==> src/rtl/core/q2e_pkg.sv <==
// shared types, constants and helper functions for the quaternion to euler converter
package q2e_pkg;

    localparam int QW = 32;
    localparam int AW = 64;
    localparam int DW = 36;

    localparam logic [1:0] ST_OK       = 2'd0;
    localparam logic [1:0] ST_READ_ERR = 2'd1;
    localparam logic [1:0] ST_NO_QUAT  = 2'd2;

    localparam logic signed [AW-1:0] ONE_Q30     = 64'sd1073741824;
    localparam logic signed [AW-1:0] HALF_PI_Q30 = 64'sd1686629713;
    localparam logic signed [AW-1:0] DEG_SCALE   = 64'sd5730;
    localparam logic signed [AW-1:0] ROUND_HALF  = 64'sd536870912;
    localparam logic signed [AW-1:0] LIM_PITCH   = 64'sd9000;
    localparam logic signed [AW-1:0] LIM_ANGLE   = 64'sd18000;

    // front to back queue entry
    typedef struct packed {
        logic [1:0]          status;
        logic signed [QW-1:0] w;
        logic signed [QW-1:0] x;
        logic signed [QW-1:0] y;
        logic signed [QW-1:0] z;
    } q2e_item_t;

    // result item
    typedef struct packed {
        logic [1:0]          status;
        logic signed [14:0]  pitch;
        logic signed [15:0]  roll;
        logic signed [15:0]  yaw;
    } q2e_res_t;

    // vectoring cordic lane state
    typedef struct packed {
        logic signed [AW-1:0] x;
        logic signed [AW-1:0] y;
        logic signed [AW-1:0] z;
        logic                 zero;
    } q2e_lane_t;

    // truncated atan(2^-i) in q.30 radians
    function automatic logic signed [AW-1:0] atan_entry(input logic [4:0] i);
        logic signed [AW-1:0] v;
        case (i)
            5'd0:  v = 64'sd843314856;
            5'd1:  v = 64'sd497837829;
            5'd2:  v = 64'sd263043836;
            5'd3:  v = 64'sd133525158;
            5'd4:  v = 64'sd67021686;
            5'd5:  v = 64'sd33543515;
            5'd6:  v = 64'sd16775850;
            5'd7:  v = 64'sd8388437;
            5'd8:  v = 64'sd4194282;
            5'd9:  v = 64'sd2097149;
            5'd10: v = 64'sd1048575;
            5'd11: v = 64'sd524287;
            5'd12: v = 64'sd262143;
            5'd13: v = 64'sd131071;
            5'd14: v = 64'sd65535;
            5'd15: v = 64'sd32767;
            5'd16: v = 64'sd16383;
            5'd17: v = 64'sd8191;
            5'd18: v = 64'sd4095;
            5'd19: v = 64'sd2047;
            5'd20: v = 64'sd1023;
            5'd21: v = 64'sd511;
            5'd22: v = 64'sd255;
            5'd23: v = 64'sd127;
            5'd24: v = 64'sd63;
            5'd25: v = 64'sd31;
            5'd26: v = 64'sd15;
            5'd27: v = 64'sd7;
            5'd28: v = 64'sd3;
            5'd29: v = 64'sd1;
            default: v = '0;
        endcase
        return v;
    endfunction

    // pre-rotation into the right half plane
    function automatic q2e_lane_t lane_init(input logic signed [AW-1:0] y,
                                            input logic signed [AW-1:0] x);
        q2e_lane_t l;
        l.zero = (x == 0) && (y == 0);
        l.x = x;
        l.y = y;
        l.z = '0;
        if (x < 0) begin
            if (y >= 0) begin
                l.x = y;
                l.y = -x;
                l.z = HALF_PI_Q30;
            end else begin
                l.x = -y;
                l.y = x;
                l.z = -HALF_PI_Q30;
            end
        end
        return l;
    endfunction

    // one micro-rotation of step i
    function automatic q2e_lane_t lane_step(input q2e_lane_t l, input logic [4:0] i);
        q2e_lane_t n;
        logic signed [AW-1:0] xs, ys;
        xs = l.x >>> i;
        ys = l.y >>> i;
        n = l;
        if (l.y >= 0) begin
            n.x = l.x + ys;
            n.y = l.y - xs;
            n.z = l.z + atan_entry(i);
        end else begin
            n.x = l.x - ys;
            n.y = l.y + xs;
            n.z = l.z - atan_entry(i);
        end
        return n;
    endfunction

    // clamp a scaled angle
    function automatic logic signed [AW-1:0] clamp(input logic signed [AW-1:0] a,
                                                   input logic signed [AW-1:0] lim);
        logic signed [AW-1:0] r;
        r = a;
        if (a > lim) r = lim;
        if (a < -lim) r = -lim;
        return r;
    endfunction

endpackage

==> src/rtl/core/q2e_front.sv <==
// input stage: classifies packets and writes them into a short queue
module q2e_front
    import q2e_pkg::*;
(
    input  logic      aclk,
    input  logic      aresetn,
    input  logic      in_valid,
    output logic      in_ready,
    input  q2e_item_t in_item,
    output logic      q_valid,
    input  logic      q_ready,
    output q2e_item_t q_item
);

    localparam int DEPTH = 4;

    q2e_item_t mem_reg [DEPTH];
    logic [1:0] wr_reg, wr_next, rd_reg, rd_next;
    logic [2:0] cnt_reg, cnt_next;
    logic push, pop;
    q2e_item_t cls;

    // status classification
    always_comb begin
        cls = in_item;
        if (in_item.status[0]) begin
            cls.status = ST_READ_ERR;
        end else if (!in_item.status[1]) begin
            cls.status = ST_NO_QUAT;
        end else begin
            cls.status = ST_OK;
        end
    end

    assign in_ready = (cnt_reg != 3'(DEPTH));
    assign q_valid  = (cnt_reg != 3'd0);
    assign push     = in_valid && in_ready;
    assign pop      = q_valid && q_ready;
    assign q_item   = mem_reg[rd_reg];

    // pointers and fill count
    always_comb begin
        wr_next  = push ? wr_reg + 2'd1 : wr_reg;
        rd_next  = pop ? rd_reg + 2'd1 : rd_reg;
        cnt_next = cnt_reg + {2'd0, push} - {2'd0, pop};
    end

    always_ff @(posedge aclk) begin
        if (!aresetn) begin
            wr_reg  <= '0;
            rd_reg  <= '0;
            cnt_reg <= '0;
        end else begin
            wr_reg  <= wr_next;
            rd_reg  <= rd_next;
            cnt_reg <= cnt_next;
        end
    end

    // queue storage
    always_ff @(posedge aclk) begin
        if (push) begin
            mem_reg[wr_reg] <= cls;
        end
    end

endmodule

==> config.mk <==
export PLATFORM = sky130hd
export DESIGN_NAME = q2e_front
export DESIGN_NICKNAME = d
export VERILOG_FILES = /design/src/rtl/core/q2e_pkg.sv /design/src/rtl/core/q2e_front.sv
export SDC_FILE = /design/constraint.sdc
export NUM_CORES = 1
export LEC_CHECK = 0
export ABC_AREA = 1
export BUFFER_PORTS_ARGS = -buffer_cell sky130_fd_sc_hd__clkbuf_2
export CORE_MARGIN = 1.5
export CORE_UTILIZATION = 54
export CTS_BUF_LIST = sky130_fd_sc_hd__clkbuf_16
export CTS_CLUSTER_SIZE = 30
export DETAILED_ROUTE_END_ITERATION = 10
export PLACE_DENSITY_LB_ADDON = 0.2
export SLEW_MARGIN = 10
export SYNTH_ARGS = -nofsm -noshare
export SYNTH_HDL_FRONTEND = slang
export SYNTH_SLANG_ARGS = --single-unit
==> constraint.sdc <==
create_clock -name aclk -period 19.39 [get_ports aclk]
set_clock_uncertainty 0.1 [all_clocks]
set_input_delay 1.939 -clock aclk [delete_from_list [all_inputs] [get_ports aclk]]
set_output_delay 1.939 -clock aclk [all_outputs]
set_load 0.1 [all_outputs]
==> flow_metrics.env <==
export IMPL_nets=1707
export IMPL_worst_hold_slack_ns=0.387
export IMPL_cts_repair_resized=0
export IMPL_crit_reg2reg_launch="cnt_reg[1]"
export IMPL_drive_gt1_share_pct=22.0
export IMPL_die_x_microns=194
export IMPL_grt_total_usage_pct=21.6
export IMPL_path_class="flop to primary output"
export IMPL_antenna_found_initial=3
export IMPL_rsz0062_at_grt="no"
export IMPL_root_buffer="clkbuf_16"
export IMPL_cts_buffers=51
export IMPL_drv_cap=0
export IMPL_synthCells=1323
export IMPL_slew_headroom_pct=22.7
export IMPL_postRouteWirelength_mm=41.1
export IMPL_hold_buffers=0
export IMPL_p_leak_nw=8.05
export IMPL_fin_setup_tns_ns=0
export IMPL_port_buffers=265
export IMPL_synth_warnings=0
export IMPL_worstPathArrival_ns=3.39
export IMPL_cts_tree="yes"
export IMPL_drtIter0Drc=745
export IMPL_final_cell_mix="edfxtp_1 (520), nor2_1 (269), clkbuf_2 (265)"
export IMPL_cts_sinks=529
export IMPL_grt_start_max_net_pins=261
export IMPL_synth_xor_xnor_area_share_pct=0
export IMPL_start_kind="flop"
export IMPL_fp_dieH_microns=194
export IMPL_ir_worst_vdd_mv=0.145
export IMPL_regArea_sq_um=15800
export IMPL_reg2reg_slack_ns=15.69
export IMPL_final_period_utilization_pct=28.0
export IMPL_pre_cts_ws_ns=14.32
export IMPL_synth_seq_cells=529
export IMPL_gr_total_overflow=0
export IMPL_clock_latency_ns=0.58
export IMPL_crit_fanout=110
export IMPL_synth_area_sq_um=19800
export IMPL_synth_simple_area_share_pct=5.51
export IMPL_power_density_nw_per_um2=169
export IMPL_first_global_vias=11300
export IMPL_whs_endpoint="rd_reg[0]"
export IMPL_nFillCells=2627
export IMPL_outcome="finished, final reports clean"
export IMPL_min_path_cells=2
export IMPL_place_congestion=0.715
export IMPL_place_detailed_hpwl_mm=21.7
export IMPL_synth_compound_area_share_pct=10.9
export IMPL_largest_register_ffs=520
export IMPL_viasPerCell=5.64
export IMPL_pin_count=266
export IMPL_avgSynthCellArea_sq_um=14.9
export IMPL_core_sq_um=35800
export IMPL_hold_class="flop to flop"
export IMPL_worst_pin_slew_ns=1.16
export IMPL_antenna_left=0
export IMPL_h_tree_depth=2
export IMPL_reg2reg_to="mem_reg[2][11]"
export IMPL_final_common_cell="edfxtp_1"
export IMPL_postCtsSetupRepairBufs=0
export IMPL_path_clk_slew_ns=0.06
export IMPL_hold_violations=0
export IMPL_hp_start="rd_reg[0]"
export IMPL_yosysSeqAreaShare_pct=79.9
export IMPL_synth_top_family_by_area="compound AO/OA/AOI/OAI gates"
export IMPL_design_die_area_sq_um=37800
export IMPL_synthAdderAreaFrac_pct=0.481
export IMPL_setup_viol=0
export IMPL_rr_worst_depth=6
export IMPL_clockBufferDepth=3
export IMPL_multi_input_area_sq_um=3370
export IMPL_drc_errors=0
export IMPL_post_route_util_pct=63.7
export IMPL_syn2layout_area_growth_pct=15.5
export IMPL_dr_pass1_iters=4
export IMPL_grt_first_pass_wirelength_mm=62.9
export IMPL_endpoint_kind="primary output"
export IMPL_slew_violations=0
export IMPL_synth_nets=1464
export IMPL_rows=69
export IMPL_muxShareOfSynthArea_pct=0
export IMPL_start_util_pct=55.2
export IMPL_synthDistinctLibCells=22
export IMPL_required_ns=17.35
export IMPL_setup_slack_ns=13.96
export IMPL_num_vias=11700
export IMPL_period_needed_ns=5.43
export IMPL_post_drt_wl_per_cell_microns=19.9
export IMPL_fmax_mhz=184
## worst max-delay path, stage by stage, from the launching register on
cell and delay, ns:
dfxtp_4 0.73, buf_4 0.90, o21ai_0 0.21, o22ai_1 0.32, clkbuf_2 0.52
## worst max-delay path by stage
stage / startpoint / to / slack, ns / depth (start not counted)
2_1_floorplan: in_valid / mem_reg[0][0] / 11.14 / 2
3_3_place_gp: in_valid / mem_reg[2][0] / 14.37 / 5
3_5_place_dp: in_valid / mem_reg[2][0] / 14.32 / 5
4_1_cts: flop / q_item[27] / 13.95 / 4
5_1_grt: flop / q_item[27] / 13.77 / 4
6_report: flop / q_item[27] / 13.96 / 4
## cell usage after synthesis, drive strengths merged
cell	instances	area [sq um]
inv	16	72.6
nand3	3	15.0
o22ai	130	813
dfxtp	9	180
buf	40	380
ha	6	75.1
nand2	13	48.8
fa	1	20.0
a21boi	2	15.0
edfxtp	520	15600
o21ai	261	1310
clkbuf	45	175
nor2	273	1020
a21oi	4	20.0
## per-layer routing
layer	global-route usage (%)	vias to the layer above	wire, microns
li1	-	5499	-
met2	34.0	375	19400
met3	6.47	56	3810
met1	29.3	5718	17100
met4	6.83	2	844
met5	0	-	12
## final cells by class
cell class                 count  share of cell area, %
inverter                      16                  0.340
clock buffer                  53                   5.81
antenna                        3                 0.0329
tap                          461                   2.53
timing repair buffer         275                   6.20
multi-input combinational    693                   14.8
sequential                   529                   69.3
clock inverter                37                   1.06
## per-stage QoR
step,total power [mW],std cells,cell area [sq um]
CTS,3.89,2064,22800
finish,3.86,2067,22800
global placement,2.94,1974,21200
floorplan,2.74,1323,19800
detailed placement,2.96,1974,21200
global route,3.99,2064,22800
## where the power goes
group	total (mW)	leakage, nW	internal (mW)	switching, mW
sequential	1.44	4.84	1.39	0.0420
combinational	1.49	2.40	0.195	1.30
clock	0.929	0.814	0.531	0.398
total	3.86	8.05	2.12	1.74
## kinds of logic after synthesis
group | count (synthesis)
AOI/OAI and AO/OA | 397
adders and majority gates | 7
buffers and inverters | 101
DFF | 529
and+or+nand+nor | 289
(Power assumes the default switching activity.)
